<file path="src/rtl/lorenz_euler_integrator_macros.svh">
// Assertion macros for the Lorenz Euler integrator
`ifndef LORENZ_EULER_INTEGRATOR_MACROS_SVH
`define LORENZ_EULER_INTEGRATOR_MACROS_SVH

// check that ante implies cons in the same cycle
`define LEI_ASSERT_IMP(lbl, ante, cons, msg) \
  lbl: assert property (@(posedge clk_i) disable iff (!rst_ni) (ante) |-> (cons)) else $error(msg);

// check that ante implies cons in the next cycle
`define LEI_ASSERT_NXT(lbl, ante, cons, msg) \
  lbl: assert property (@(posedge clk_i) disable iff (!rst_ni) (ante) |=> (cons)) else $error(msg);

`endif

</file>
<file path="src/rtl/lei_pkg.sv">
// Types, constants and microcode program of the Lorenz Euler integrator
package lei_pkg;

  localparam int FRAC_BITS   = 20;
  localparam int MAX_POINTS  = 65536;
  localparam int DATA_W      = 32;
  localparam int OP_W        = DATA_W + 1;
  localparam int PROD_W      = 2 * OP_W;
  localparam int IDX_W       = 16;
  localparam int LEN_W       = 17;
  localparam int DT_W        = 31;
  localparam int CFG_IDX_W   = 3;
  localparam int LEN_CAP_INT = (MAX_POINTS < 65536) ? MAX_POINTS : 65536;
  localparam logic [LEN_W-1:0] LEN_CAP = LEN_W'(LEN_CAP_INT);

  localparam logic signed [DATA_W-1:0] SIGMA_RST      = 32'sd10485760;
  localparam logic signed [DATA_W-1:0] RHO_RST        = 32'sd29360128;
  localparam logic signed [DATA_W-1:0] BETA_RST       = 32'sd2796203;
  localparam logic        [DT_W-1:0]   TIME_STEP_RST  = 31'd10486;
  localparam logic        [LEN_W-1:0]  NUM_POINTS_RST = 17'd10000;

  typedef logic signed [OP_W-1:0]   op_t;
  typedef logic signed [PROD_W-1:0] prod_t;

  typedef enum logic [CFG_IDX_W-1:0] {
    REG_SIGMA      = 3'd0,
    REG_RHO        = 3'd1,
    REG_BETA       = 3'd2,
    REG_TIME_STEP  = 3'd3,
    REG_NUM_POINTS = 3'd4
  } cfg_reg_e;

  typedef enum logic {
    CMD_LOAD = 1'b0,
    CMD_STEP = 1'b1
  } cmd_e;

  typedef struct packed {
    logic                     cmd;
    logic signed [DATA_W-1:0] start_time;
    logic signed [DATA_W-1:0] start_x;
    logic signed [DATA_W-1:0] start_y;
    logic signed [DATA_W-1:0] start_z;
  } in_item_t;

  typedef struct packed {
    logic        [IDX_W-1:0]  point_index;
    logic signed [DATA_W-1:0] time_out;
    logic signed [DATA_W-1:0] x_out;
    logic signed [DATA_W-1:0] y_out;
    logic signed [DATA_W-1:0] z_out;
    logic                     last;
    logic                     overflow;
    logic                     beyond_end;
  } out_item_t;

  typedef enum logic {
    ST_IDLE,
    ST_RUN
  } state_e;

  typedef enum logic [1:0] {
    SEQ_NEXT,
    SEQ_DISPATCH,
    SEQ_END
  } seq_e;

  typedef enum logic [2:0] {
    A_NONE,
    A_SIGMA,
    A_X,
    A_BETA,
    A_FX,
    A_FY,
    A_FZ
  } asel_e;

  typedef enum logic [2:0] {
    B_NONE,
    B_YMX,
    B_RMZ,
    B_Y,
    B_Z,
    B_DT
  } bsel_e;

  typedef enum logic [3:0] {
    WB_NONE,
    WB_FX,
    WB_FY,
    WB_ACC,
    WB_FZ,
    WB_NX,
    WB_NY,
    WB_NZ,
    WB_LOAD,
    WB_BEYOND
  } wb_e;

  typedef struct packed {
    seq_e  seq;
    asel_e a_sel;
    bsel_e b_sel;
    wb_e   wb;
  } uop_t;

  typedef struct packed {
    logic                     ovf;
    logic signed [DATA_W-1:0] val;
  } sat_t;

  localparam int UPC_W = 4;
  localparam logic [UPC_W-1:0] PROG_LEN    = 4'd11;
  localparam logic [UPC_W-1:0] UA_DISPATCH = 4'd0;
  localparam logic [UPC_W-1:0] UA_STEP     = 4'd1;
  localparam logic [UPC_W-1:0] UA_LOAD     = 4'd9;
  localparam logic [UPC_W-1:0] UA_BEYOND   = 4'd10;

  function automatic uop_t ucode(input logic [UPC_W-1:0] addr);
    uop_t u;
    case (addr)
      UA_DISPATCH: u = '{SEQ_DISPATCH, A_NONE,  B_NONE, WB_NONE};
      4'd1:        u = '{SEQ_NEXT,     A_SIGMA, B_YMX,  WB_NONE};
      4'd2:        u = '{SEQ_NEXT,     A_X,     B_RMZ,  WB_FX};
      4'd3:        u = '{SEQ_NEXT,     A_X,     B_Y,    WB_FY};
      4'd4:        u = '{SEQ_NEXT,     A_BETA,  B_Z,    WB_ACC};
      4'd5:        u = '{SEQ_NEXT,     A_FX,    B_DT,   WB_FZ};
      4'd6:        u = '{SEQ_NEXT,     A_FY,    B_DT,   WB_NX};
      4'd7:        u = '{SEQ_NEXT,     A_FZ,    B_DT,   WB_NY};
      4'd8:        u = '{SEQ_END,      A_NONE,  B_NONE, WB_NZ};
      UA_LOAD:     u = '{SEQ_END,      A_NONE,  B_NONE, WB_LOAD};
      UA_BEYOND:   u = '{SEQ_END,      A_NONE,  B_NONE, WB_BEYOND};
      default:     u = '{SEQ_END,      A_NONE,  B_NONE, WB_NONE};
    endcase
    return u;
  endfunction

  function automatic sat_t sat32(input prod_t v);
    sat_t r;
    r.ovf = !((&v[PROD_W-1:DATA_W-1]) || !(|v[PROD_W-1:DATA_W-1]));
    if (r.ovf) begin
      r.val = v[PROD_W-1] ? {1'b1, {(DATA_W-1){1'b0}}} : {1'b0, {(DATA_W-1){1'b1}}};
    end else begin
      r.val = v[DATA_W-1:0];
    end
    return r;
  endfunction

endpackage

</file>
<file path="src/rtl/lei_if.sv">
// Valid/ready channel interfaces for input items and result items
interface lei_in_if;
  logic               valid;
  logic               ready;
  lei_pkg::in_item_t  data;

  modport source (output valid, output data, input ready);
  modport sink (input valid, input data, output ready);
endinterface

interface lei_out_if;
  logic               valid;
  logic               ready;
  lei_pkg::out_item_t data;

  modport source (output valid, output data, input ready);
  modport sink (input valid, input data, output ready);
endinterface

</file>
<file path="src/rtl/lorenz_euler_integrator.sv">
// Lorenz Euler integrator: one forward Euler step per step item, run by a microcoded sequencer
// An item is taken in only while the block is idle, so each load or step item runs its
// microcode before the next one is taken in: a step runs nine microcode words that pass seven
// products through one shared 33 by 33 signed multiplier with a registered product, then the
// result enters an output register that holds it until taken; a new item is accepted while it
// waits. An item that reaches its last microcode word while the previous result still waits
// holds that word, and the product with it, until that result is taken. A step at or past the
// last point, or a load, returns after two microcode words. Coefficients, dt and the trajectory
// length come from a write port (index 0 sigma, 1 rho, 2 beta, 3 time_step, 4 num_points) that
// the user must write only while the block is idle; the block itself does not enforce this.
module lorenz_euler_integrator (
  input  logic                                clk_i,
  input  logic                                rst_ni,
  input  logic                                cfg_we_i,
  input  logic [lei_pkg::CFG_IDX_W-1:0]       cfg_idx_i,
  input  logic [lei_pkg::DATA_W-1:0]          cfg_wdata_i,
  lei_in_if.sink                              in_i,
  lei_out_if.source                           out_o
);

`include "lorenz_euler_integrator_macros.svh"

  logic signed [lei_pkg::DATA_W-1:0] sigma_q, rho_q, beta_q;
  logic        [lei_pkg::DT_W-1:0]   dt_q;
  logic        [lei_pkg::LEN_W-1:0]  npts_q;

  logic signed [lei_pkg::DATA_W-1:0] cur_x_q, cur_y_q, cur_z_q, cur_time_q;
  logic signed [lei_pkg::DATA_W-1:0] cur_x_d, cur_y_d, cur_z_d, cur_time_d;
  logic        [lei_pkg::IDX_W-1:0]  cur_index_q, cur_index_d;

  logic signed [lei_pkg::DATA_W-1:0] fx_q, fy_q, fz_q;
  logic signed [lei_pkg::DATA_W-1:0] fx_d, fy_d, fz_d;
  lei_pkg::prod_t                    acc_q, acc_d, prod_q, prod_d;
  logic                              ovf_q, ovf_d;
  lei_pkg::in_item_t                 item_q;

  lei_pkg::state_e                   state_q, state_d;
  logic        [lei_pkg::UPC_W-1:0]  upc_q, upc_d;
  lei_pkg::uop_t                     uop;
  logic                              run, stall, adv, in_fire, out_fire, end_fire;

  lei_pkg::out_item_t                out_q, out_d;
  logic                              out_valid_q, out_valid_d;

  logic        [lei_pkg::LEN_W-1:0]  eff_len, new_succ, cur_succ;
  logic                              at_end;

  lei_pkg::op_t                      op_a, op_b;
  lei_pkg::prod_t                    sh, fz_diff, sat_in;
  lei_pkg::sat_t                     sat_r, sat_t_r;
  lei_pkg::prod_t                    dt_ext;

  // configuration registers
  always_ff @(posedge clk_i or negedge rst_ni) begin
    if (!rst_ni) begin
      sigma_q <= lei_pkg::SIGMA_RST;
      rho_q   <= lei_pkg::RHO_RST;
      beta_q  <= lei_pkg::BETA_RST;
      dt_q    <= lei_pkg::TIME_STEP_RST;
      npts_q  <= lei_pkg::NUM_POINTS_RST;
    end else if (cfg_we_i) begin
      case (cfg_idx_i)
        lei_pkg::REG_SIGMA:      sigma_q <= cfg_wdata_i;
        lei_pkg::REG_RHO:        rho_q   <= cfg_wdata_i;
        lei_pkg::REG_BETA:       beta_q  <= cfg_wdata_i;
        lei_pkg::REG_TIME_STEP:  dt_q    <= cfg_wdata_i[lei_pkg::DT_W-1:0];
        lei_pkg::REG_NUM_POINTS: npts_q  <= cfg_wdata_i[lei_pkg::LEN_W-1:0];
        default: ;
      endcase
    end
  end

  always_comb begin
    eff_len = (npts_q == '0) ? lei_pkg::LEN_W'(1) : npts_q;
    if (eff_len > lei_pkg::LEN_CAP) begin
      eff_len = lei_pkg::LEN_CAP;
    end
    cur_succ = {1'b0, cur_index_q} + lei_pkg::LEN_W'(1);
    at_end   = (cur_succ >= eff_len);
  end

  // handshake and sequencer control
  assign run      = (state_q == lei_pkg::ST_RUN);
  assign uop      = lei_pkg::ucode(upc_q);
  assign in_fire  = in_i.valid && in_i.ready;
  assign out_fire = out_valid_q && out_o.ready;
  assign stall    = run && (uop.seq == lei_pkg::SEQ_END) && out_valid_q && !out_o.ready;
  assign adv      = run && !stall;
  assign end_fire = adv && (uop.seq == lei_pkg::SEQ_END);

  always_comb begin
    state_d = state_q;
    case (state_q)
      lei_pkg::ST_IDLE: if (in_fire) state_d = lei_pkg::ST_RUN;
      lei_pkg::ST_RUN:  if (end_fire) state_d = lei_pkg::ST_IDLE;
      default:          state_d = lei_pkg::ST_IDLE;
    endcase
  end

  always_comb begin
    in_i.ready = (state_q == lei_pkg::ST_IDLE);
    upc_d      = upc_q;
    if (in_fire) begin
      upc_d = lei_pkg::UA_DISPATCH;
    end else if (adv) begin
      case (uop.seq)
        lei_pkg::SEQ_DISPATCH: begin
          if (item_q.cmd == lei_pkg::CMD_LOAD) begin
            upc_d = lei_pkg::UA_LOAD;
          end else if (at_end) begin
            upc_d = lei_pkg::UA_BEYOND;
          end else begin
            upc_d = lei_pkg::UA_STEP;
          end
        end
        lei_pkg::SEQ_NEXT: upc_d = upc_q + lei_pkg::UPC_W'(1);
        default:           upc_d = upc_q;
      endcase
    end
  end

  always_ff @(posedge clk_i or negedge rst_ni) begin
    if (!rst_ni) begin
      state_q <= lei_pkg::ST_IDLE;
      upc_q   <= lei_pkg::UA_DISPATCH;
    end else begin
      state_q <= state_d;
      upc_q   <= upc_d;
    end
  end

  always_ff @(posedge clk_i) begin
    if (in_fire) begin
      item_q <= in_i.data;
    end
  end

  // multiplier operands
  always_comb begin
    case (uop.a_sel)
      lei_pkg::A_SIGMA: op_a = lei_pkg::op_t'(sigma_q);
      lei_pkg::A_X:     op_a = lei_pkg::op_t'(cur_x_q);
      lei_pkg::A_BETA:  op_a = lei_pkg::op_t'(beta_q);
      lei_pkg::A_FX:    op_a = lei_pkg::op_t'(fx_q);
      lei_pkg::A_FY:    op_a = lei_pkg::op_t'(fy_q);
      lei_pkg::A_FZ:    op_a = lei_pkg::op_t'(fz_q);
      default:          op_a = '0;
    endcase
    case (uop.b_sel)
      lei_pkg::B_YMX: op_b = lei_pkg::op_t'(cur_y_q) - lei_pkg::op_t'(cur_x_q);
      lei_pkg::B_RMZ: op_b = lei_pkg::op_t'(rho_q) - lei_pkg::op_t'(cur_z_q);
      lei_pkg::B_Y:   op_b = lei_pkg::op_t'(cur_y_q);
      lei_pkg::B_Z:   op_b = lei_pkg::op_t'(cur_z_q);
      lei_pkg::B_DT:  op_b = lei_pkg::op_t'({2'b00, dt_q});
      default:        op_b = '0;
    endcase
    prod_d = lei_pkg::prod_t'(op_a) * lei_pkg::prod_t'(op_b);
  end

  // writeback: floor shift, add or subtract, saturate
  always_comb begin
    sh      = prod_q >>> lei_pkg::FRAC_BITS;
    fz_diff = acc_q - prod_q;
    dt_ext  = lei_pkg::prod_t'({1'b0, dt_q});
    case (uop.wb)
      lei_pkg::WB_FY: sat_in = sh - lei_pkg::prod_t'(cur_y_q);
      lei_pkg::WB_FZ: sat_in = fz_diff >>> lei_pkg::FRAC_BITS;
      lei_pkg::WB_NX: sat_in = lei_pkg::prod_t'(cur_x_q) + sh;
      lei_pkg::WB_NY: sat_in = lei_pkg::prod_t'(cur_y_q) + sh;
      lei_pkg::WB_NZ: sat_in = lei_pkg::prod_t'(cur_z_q) + sh;
      default:        sat_in = sh;
    endcase
    sat_r   = lei_pkg::sat32(sat_in);
    sat_t_r = lei_pkg::sat32(lei_pkg::prod_t'(cur_time_q) + dt_ext);

    cur_x_d     = cur_x_q;
    cur_y_d     = cur_y_q;
    cur_z_d     = cur_z_q;
    cur_time_d  = cur_time_q;
    cur_index_d = cur_index_q;
    fx_d        = fx_q;
    fy_d        = fy_q;
    fz_d        = fz_q;
    acc_d       = acc_q;
    ovf_d       = ovf_q;
    if (adv) begin
      case (uop.wb)
        lei_pkg::WB_FX: begin
          fx_d  = sat_r.val;
          ovf_d = ovf_q | sat_r.ovf;
        end
        lei_pkg::WB_FY: begin
          fy_d  = sat_r.val;
          ovf_d = ovf_q | sat_r.ovf;
        end
        lei_pkg::WB_ACC: acc_d = prod_q;
        lei_pkg::WB_FZ: begin
          fz_d  = sat_r.val;
          ovf_d = ovf_q | sat_r.ovf;
        end
        lei_pkg::WB_NX: begin
          cur_x_d = sat_r.val;
          ovf_d   = ovf_q | sat_r.ovf;
        end
        lei_pkg::WB_NY: begin
          cur_y_d = sat_r.val;
          ovf_d   = ovf_q | sat_r.ovf;
        end
        lei_pkg::WB_NZ: begin
          cur_z_d     = sat_r.val;
          cur_time_d  = sat_t_r.val;
          cur_index_d = cur_index_q + lei_pkg::IDX_W'(1);
          ovf_d       = ovf_q | sat_r.ovf | sat_t_r.ovf;
        end
        lei_pkg::WB_LOAD: begin
          cur_time_d  = item_q.start_time;
          cur_x_d     = item_q.start_x;
          cur_y_d     = item_q.start_y;
          cur_z_d     = item_q.start_z;
          cur_index_d = '0;
        end
        default: ;
      endcase
      if (uop.seq == lei_pkg::SEQ_DISPATCH) begin
        ovf_d = 1'b0;
      end
    end
  end

  always_ff @(posedge clk_i or negedge rst_ni) begin
    if (!rst_ni) begin
      cur_x_q     <= '0;
      cur_y_q     <= '0;
      cur_z_q     <= '0;
      cur_time_q  <= '0;
      cur_index_q <= '0;
      ovf_q       <= 1'b0;
    end else begin
      cur_x_q     <= cur_x_d;
      cur_y_q     <= cur_y_d;
      cur_z_q     <= cur_z_d;
      cur_time_q  <= cur_time_d;
      cur_index_q <= cur_index_d;
      ovf_q       <= ovf_d;
    end
  end

  always_ff @(posedge clk_i) begin
    fx_q  <= fx_d;
    fy_q  <= fy_d;
    fz_q  <= fz_d;
    acc_q <= acc_d;
    if (!stall) begin
      prod_q <= prod_d;
    end
  end

  // result register
  always_comb begin
    new_succ              = {1'b0, cur_index_d} + lei_pkg::LEN_W'(1);
    out_d.point_index     = cur_index_d;
    out_d.time_out        = cur_time_d;
    out_d.x_out           = cur_x_d;
    out_d.y_out           = cur_y_d;
    out_d.z_out           = cur_z_d;
    out_d.last            = (new_succ == eff_len);
    out_d.overflow        = ovf_d;
    out_d.beyond_end      = (uop.wb == lei_pkg::WB_BEYOND);
    out_valid_d           = out_valid_q;
    if (end_fire) begin
      out_valid_d = 1'b1;
    end else if (out_fire) begin
      out_valid_d = 1'b0;
    end
  end

  always_ff @(posedge clk_i or negedge rst_ni) begin
    if (!rst_ni) begin
      out_valid_q <= 1'b0;
    end else begin
      out_valid_q <= out_valid_d;
    end
  end

  always_ff @(posedge clk_i) begin
    if (end_fire) begin
      out_q <= out_d;
    end
  end

  assign out_o.valid = out_valid_q;
  assign out_o.data  = out_q;

  `LEI_ASSERT_IMP(a_upc_range, run, upc_q < lei_pkg::PROG_LEN, "upc out of range")
  `LEI_ASSERT_IMP(a_beyond_no_ovf, out_valid_q && out_q.beyond_end, !out_q.overflow,
                  "overflow on beyond-end result")
  `LEI_ASSERT_NXT(a_step_index, adv && (uop.wb == lei_pkg::WB_NZ),
                  cur_index_q == $past(cur_index_q) + lei_pkg::IDX_W'(1),
                  "step did not advance index by one")
  `LEI_ASSERT_NXT(a_load_index, adv && (uop.wb == lei_pkg::WB_LOAD), cur_index_q == '0,
                  "load did not clear index")

endmodule
</file>
<file path="src/flat_wrapper.sv">
// flat-port wrapper written by rule: the top's interface ports become plain ports
module lorenz_euler_integrator_flat 
  (clk_i, rst_ni, cfg_we_i, cfg_idx_i, cfg_wdata_i, in_i_valid, in_i_data, in_i_ready, out_o_valid, out_o_data, out_o_ready);
  lei_in_if in_i_i ();
  lei_out_if out_o_i ();
  input  logic clk_i;
  input  logic rst_ni;
  input  logic cfg_we_i;
  input  logic [lei_pkg::CFG_IDX_W-1:0] cfg_idx_i;
  input  logic [lei_pkg::DATA_W-1:0] cfg_wdata_i;
  input wire logic [$bits(in_i_i.valid)-1:0] in_i_valid;
  input wire logic [$bits(in_i_i.data)-1:0] in_i_data;
  output wire logic [$bits(in_i_i.ready)-1:0] in_i_ready;
  output wire logic [$bits(out_o_i.valid)-1:0] out_o_valid;
  output wire logic [$bits(out_o_i.data)-1:0] out_o_data;
  input wire logic [$bits(out_o_i.ready)-1:0] out_o_ready;
  assign in_i_i.valid = in_i_valid;
  assign in_i_i.data = in_i_data;
  assign in_i_ready = in_i_i.ready;
  assign out_o_valid = out_o_i.valid;
  assign out_o_data = out_o_i.data;
  assign out_o_i.ready = out_o_ready;
  lorenz_euler_integrator u_core (.clk_i(clk_i), .rst_ni(rst_ni), .cfg_we_i(cfg_we_i), .cfg_idx_i(cfg_idx_i), .cfg_wdata_i(cfg_wdata_i), .in_i(in_i_i), .out_o(out_o_i));
endmodule
</file>
<file path="config.mk">
export PLATFORM = sky130hd
export DESIGN_NAME = lorenz_euler_integrator_flat
export DESIGN_NICKNAME = d
export VERILOG_FILES = /design/src/rtl/lei_pkg.sv /design/src/rtl/lei_if.sv /design/src/rtl/lorenz_euler_integrator.sv /design/src/flat_wrapper.sv
export VERILOG_INCLUDE_DIRS = /design/src /design/src/rtl
export SDC_FILE = /design/constraint.sdc
export NUM_CORES = 2
export LEC_CHECK = 0
export BUFFER_PORTS_ARGS = -buffer_cell sky130_fd_sc_hd__buf_4
export CORE_UTILIZATION = 25
export CTS_BUF_LIST = sky130_fd_sc_hd__clkbuf_8
export DETAILED_ROUTE_END_ITERATION = 6
export PLACE_DENSITY_LB_ADDON = 0.25
export SLEW_MARGIN = 20
export SYNTH_ARGS = -nofsm -noshare
export SYNTH_HDL_FRONTEND = slang
export SYNTH_SLANG_ARGS = --single-unit
</file>
<file path="constraint.sdc">
create_clock -name clk_i -period 12 [get_ports clk_i]
set_input_delay 2.4 -clock clk_i [delete_from_list [all_inputs] [get_ports clk_i]]
set_output_delay 2.4 -clock clk_i [all_outputs]
set_load 0.02 [all_outputs]
</file>
# After elaboration in Yosys (flattened, before gate mapping)
# Memory sizes are Yosys's and may differ from the RTL's.
# Index checks and enable logic that the tools add are counted.
dict set report totals {
  reg_bits 799
  mem_bits_ro 192
  word_cells 146
  mem_count 1
}
dict set report classes {
  add_sub_neg 12
  multipliers 1
  order_cmp 2
  n_eq_ne 27
  n_mux 32
  bitwise_logic 3
  n_reduce_logical 36
}
# memory depth width read_ports rd_clocked_by_memory_dff write_ports line_no
set mem_list {}
lappend mem_list {{(name not given)} 16 12 1 0 0 lei_pkg.sv:121} ;# case (addr)
# operator n
set ops {}
lappend ops {{66-bit case mux with 5 select lines} 1}
lappend ops {{32-bit 2-to-1 mux} 8}
lappend ops {{32-bit case mux with 2 select lines} 4}
lappend ops {{33-bit case mux with 6 select lines} 1}
lappend ops {{33-bit case mux with 5 select lines} 1}
lappend ops {{32-bit by 46-bit adder with 47-bit output} 3}
lappend ops {{35-bit AND reduction} 2}
lappend ops {{35-bit OR reduction} 2}
lappend ops {{33-bit by 33-bit multiplier with 66-bit output} 1}
lappend ops {{32-bit by 32-bit subtractor with 33-bit output} 2}
lappend ops {{66-bit subtractor} 1}
lappend ops {{46-bit by 32-bit subtractor with 47-bit output} 1}
lappend ops {{16-bit by 1-bit adder with 17-bit output, second input constant} 2}
lappend ops {{17-bit 2-to-1 mux} 2}
lappend ops {{32-bit by 32-bit adder with 33-bit output} 1}
lappend ops {{16-bit case mux with 2 select lines} 1}
lappend ops {{2-bit AND reduction} 10}
lappend ops {{3-bit by 2-bit == test with 1-bit output, second input constant} 6}
lappend ops {{3-bit == test, second input constant} 6}
lappend ops {{17-bit == test} 1}
lappend ops {{17-bit >= comparator} 1}
lappend ops {{17-bit > comparator, second input constant} 1}
lappend ops {{17-bit zero test} 1}
lappend ops {{16-bit by 1-bit adder with 16-bit output, second input constant} 1}
lappend ops {{23 further kinds} 53}

# Depth between registers and ports, before layout
# An unclocked memory read counts as a cell.
dict set report logic_depth {
  depth_word 12
  depth_mapped 47
  ltp_nobuf 46
}

# Least setup slack after synthesis
# No wires, ideal clock.
dict set report synth_timing {
  path_kind {register to register}
  startpoint {register u_core.cur_y_q[0] (netlist name)}
  endpoint {register u_core.prod_q[65], data pin}
  arrival_time_ns 10.569
  t_required_ns 11.735
  slack_ns 1.166
  path_stages_with_launch 46
  n_path_buf 2
  path_cell_list {dfrtp_1 -> inv_1 -> ha_1 -> fa_1 -> nor2b_1 -> o21ai_0 -> a21boi_0 -> o21a_1 -> o21ai_0 -> a21oi_1 -> a211oi_1 -> o21bai_1 -> a21oi_1 -> xnor2_1 -> a221oi_1 -> clkbuf_1 -> nor2_1 -> fa_1 -> [10 not listed] -> inv_1 -> fa_1 -> inv_1 -> ha_1 -> clkbuf_1 -> a21o_1 -> a21o_1 -> a21oi_1 -> o211ai_1 -> o21a_1 -> a21oi_1 -> o21ai_1 -> a211oi_1 -> o21ai_1 -> a221oi_1 -> o21ai_1 -> a311oi_1 -> xnor2_1}
}
dict set report synth_via {
  elab_chain_cells 3
}
# item line_no
set synth_lines {}
lappend synth_lines {{from (decl)} lorenz_euler_integrator.sv:27} ;# logic signed [lei_pkg::DATA_W-1:0] cur_x_q, cur_y_q, cur_z_q, cur_time_q;
lappend synth_lines {{from (signal assigned)} lorenz_euler_integrator.sv:240} ;# cur_y_q <= cur_y_d;
lappend synth_lines {{32-bit by 32-bit subtractor with 33-bit output} lorenz_euler_integrator.sv:150} ;# lei_pkg::B_YMX: op_b = lei_pkg::op_t'(cur_y_q) - lei_pkg::op_t'(cur_x_q);
lappend synth_lines {{33-bit case mux with 5 select lines (*)} lorenz_euler_integrator.sv:149} ;# case (uop.b_sel)
lappend synth_lines {{33-bit by 33-bit multiplier with 66-bit output (*)} lorenz_euler_integrator.sv:157} ;# prod_d = lei_pkg::prod_t'(op_a) * lei_pkg::prod_t'(op_b);
lappend synth_lines {{named net u_core.prod_d[65]} lorenz_euler_integrator.sv:33} ;# lei_pkg::prod_t acc_q, acc_d, prod_q, prod_d;
lappend synth_lines {{to (signal assigned)} lorenz_euler_integrator.sv:254} ;# prod_q <= prod_d;
lappend synth_lines {{to (decl)} lorenz_euler_integrator.sv:33}
# The timed path passes the listed nets; every way through them passes the cells marked *.
# A chain may end at the register's enable or synchronous reset.

# Worst setup path after layout
dict set report layout_timing {
  startpoint {register u_core.cur_y_q[1] (netlist name)}
  endpoint {register u_core.prod_q[65], data pin}
}
# Same word-level chain as after synthesis.

==> out/metrics.yaml <==
run_status:
  status: "finished clean"
synthesis:
  synth_adder_area_share_pct: 34.2
  yosys.area.top_type: "fa_1"
  yosys_warnings: 0
  syn_avg_cell_area_sq_um: 9.74
  synthFlopType: "edfxtp_1"
  synth.area.mux_share_pct: 2.61
  synth-simple-area-share_pct: 13.1
  synth_seq_area_share_pct: 27.4
  synth_top_family_by_area: "adder cells"
  yosysUniqueCellTypes: 99
  synth-compound-area-share_pct: 12.2
  synthDominantCellAreaShare_pct: 27.5
  synth-edff-count: 504
  synthTopCellsByArea: "fa_1 27%, edfxtp_1 18%, dfrtp_1 8.1%"
  synth_seq_cells: 799
  synth-xor-area-share_pct: 2.69
  synth_nets: 10177
  syn_area_sq_um: 82200
  async_flop_share_pct: 36.9
  synth_cells: 8435
floorplanning:
  ios: 318
  core_area_sq_um: 327000
  die_height_um: 575
  fp.dieW_um: 575
  fp-row-count: 210
  dieArea_sq_um: 331000
  start_util_pct: 25.1
worst_setup_path:
  crit_path_max_fanout: 21
  reg2reg_from: "u_core.cur_y_q[1]$_DFF_PN0_"
  ff2ff_setup_slack_ns: 0.57
  worstSetupPathType: "reg2reg"
  start_kind: "flop"
  timing.critical_path.mode_cell: "fa_1"
  critPathSlowestCell: "or4_1"
  startpoint: "u_core.cur_y_q[1]$_DFF_PN0_"
  endpoint: "u_core.prod_q[65]$_DFFE_PN_"
  end_kind: "flop"
  slowest_delay_ns: 0.61
  cp.arrival_ns: 12.11
  worstReg2RegEnd: "u_core.prod_q[65]$_DFFE_PN_"
  crit_required_ns: 12.68
  reg2reg_depth: 39
clock_network:
  clock_latency_ns: 0.96
  cts_tree: "done"
  clock-root-buffer: "clkbuf_8"
  clock_path_buffers: 3
  htree_levels: 4
  clk_pin_slew_worst_paths_ns: 0.06
  cts_buffers: 148
  clkSinkCount: 799
job:
  maxCapViolations: 0
drt:
  drt_iter0_drc: 6559
  wire_per_inst_um: 26.8
  drt_pass1_iterations: 7
  vias_per_cell: 5.04
  routed_wl_mm: 356
  drc_errors: 0
  ant_nets: 0
  dr_total_vias: 66993
global_routing:
  grt_remaining_overflow: 0
  grt_use_total_pct: 21.3
  grt_pass1_vias: 68749
  grt_max_degree: 132
  antenna_found_initial: 43
  grt_pass1_wl_mm: 509
timing:
  setup_viol_count_final: 0
  finalMaxSlewViolations: 0
  finalCritPeriodShare_pct: 95.3
  fin_crit_ns: 11.43
  worst_slew_pin_slew_ns: 1.15
  fin_setup_tns_ns: 0
  fmax_ghz: 0.0875
  finalClockSkew_ns: 0.0903
  layout_setup_ws_ns: 0.567
  max_slew_margin_pct: 23.6
  hold_viol: 0
layout:
  mostFrequentLayoutCells: "1286 x inv_1, 1199 x nand2_1, 1127 x fa_1"
  area_delta_synth_final_pct: 15.6
  final_util_pct: 29.0
  fillCellCount: 34504
  regArea_sq_um: 22600
  finalNetCount: 10553
  drive_gt1_share_pct: 13.1
  fin_area_sq_um: 95000
  multi_input_area_sq_um: 53900
  final_common_cell: "inv_1"
hold_path:
  hold_path_class: "reg2reg"
placed_design:
  dp_worst_setup_slack_ns: 0.0144
  place_area_sq_um: 91600
  hpwl_mm: 287
  place.gp.congestion: 0.960
  port_buffers: 317
## metal layers
layer  GRT usage, %  up-vias  wire length [um]
met3           3.06      466             25500
li1               -    28804                 -
met1           29.8    34941            159000
met5              0        -                13
met2           33.1     2780            157000
met4           8.19        2             15500
## cells by family (layout without fill, tap and decap cells)
family	after synthesis	count (layout)
AND/OR/NAND/NOR	2396	2396
buffers and inverters	1671	2173
adder cells (fa/ha/maj)	1573	1573
AO/OA/AOI/OAI	1548	1548
flip-flops	799	799
XOR/XNOR	252	252
multiplexers	196	196
other	0	10
## synthesized netlist by cell type, drive strengths merged, types with 13 or more instances
library cell,instances
inv,1242
a22oi,147
a222oi,16
o211ai,59
and2,108
ha,446
nand4,74
or2,27
fa,1127
nor2,431
nand3,157
xor2,100
nor4,22
a32oi,13
buf,52
and3,49
o31ai,21
nand2,1201
a211oi,31
nand2b,70
o22ai,51
a221o,21
o21ai,387
a21oi,386
dfrtp,265
a21o,100
edfxtp,504
a31oi,58
mux2,144
clkbuf,376
o21bai,31
o221ai,20
o21a,52
nor3,94
or3,31
a22o,17
nor2b,81
mux2i,52
a21boi,15
xnor2,152
dfstp,30
## registers in the layout (all words and copies together) (netlist names), 66 cells and up
name / cells
u_core.prod_q: 66
u_core.out_o.data: 147
u_core.acc_q: 66
u_core.item_q: 129
## final cells by class
class,instances,area share [%]
multi-input cells,5965,56.7
flip-flops and latches,799,23.7
well taps,4346,5.72
repair buffers,654,5.50
inverters,1243,4.92
clock buffers,164,2.38
clock inverters,112,0.991
diodes,10,0.0263
## timing repair
| item | 4_1_cts | 5_1_grt |
|---|---|---|
| hold buffers | 0 | 0 |
| gates resized for setup | 0 | 16 |
| buffers inserted | 0 | 2 |
| endpoints found under the setup margin | 0 | 12 |
## worst min path at each step
stage	start	to	slack, ns	cells past startpoint
after floorplan	u_core.prod_q[10]$_DFFE_PN_	u_core.acc_q[10]$_DFFE_PP_	0.43	0
after global placement	u_core.prod_q[3]$_DFFE_PN_	u_core.acc_q[3]$_DFFE_PP_	0.43	0
after detailed placement	u_core.prod_q[10]$_DFFE_PN_	u_core.acc_q[10]$_DFFE_PP_	0.43	0
after CTS	u_core.prod_q[16]$_DFFE_PN_	u_core.acc_q[16]$_DFFE_PP_	0.42	0
after global routing	u_core.prod_q[3]$_DFFE_PN_	u_core.acc_q[3]$_DFFE_PP_	0.43	0
final	u_core.prod_q[16]$_DFFE_PN_	u_core.acc_q[16]$_DFFE_PP_	0.42	0
## metrics by stage
step / hold slack, ns / std cells
floorplan: 0.426 / 8435
finish: 0.424 / 13293
global placement: 0.434 / 13002
global route: 0.429 / 13285
CTS: 0.415 / 13279
detailed placement: 0.433 / 13003
## worst max-delay path: cells and delay by family, from the launching register on
family                   cells  cell delay, ns
adder cells (fa/ha/maj)     10            4.40
buffers and inverters        6            1.07
XOR/XNOR                     1            0.11
AND/OR/NAND/NOR              4            1.13
AO/OA/AOI/OAI               18            4.05
flip-flops                   1            0.38
Power is not shown: default switching activity piles up to over one toggle a cycle in this logic, so the estimate is an artifact.
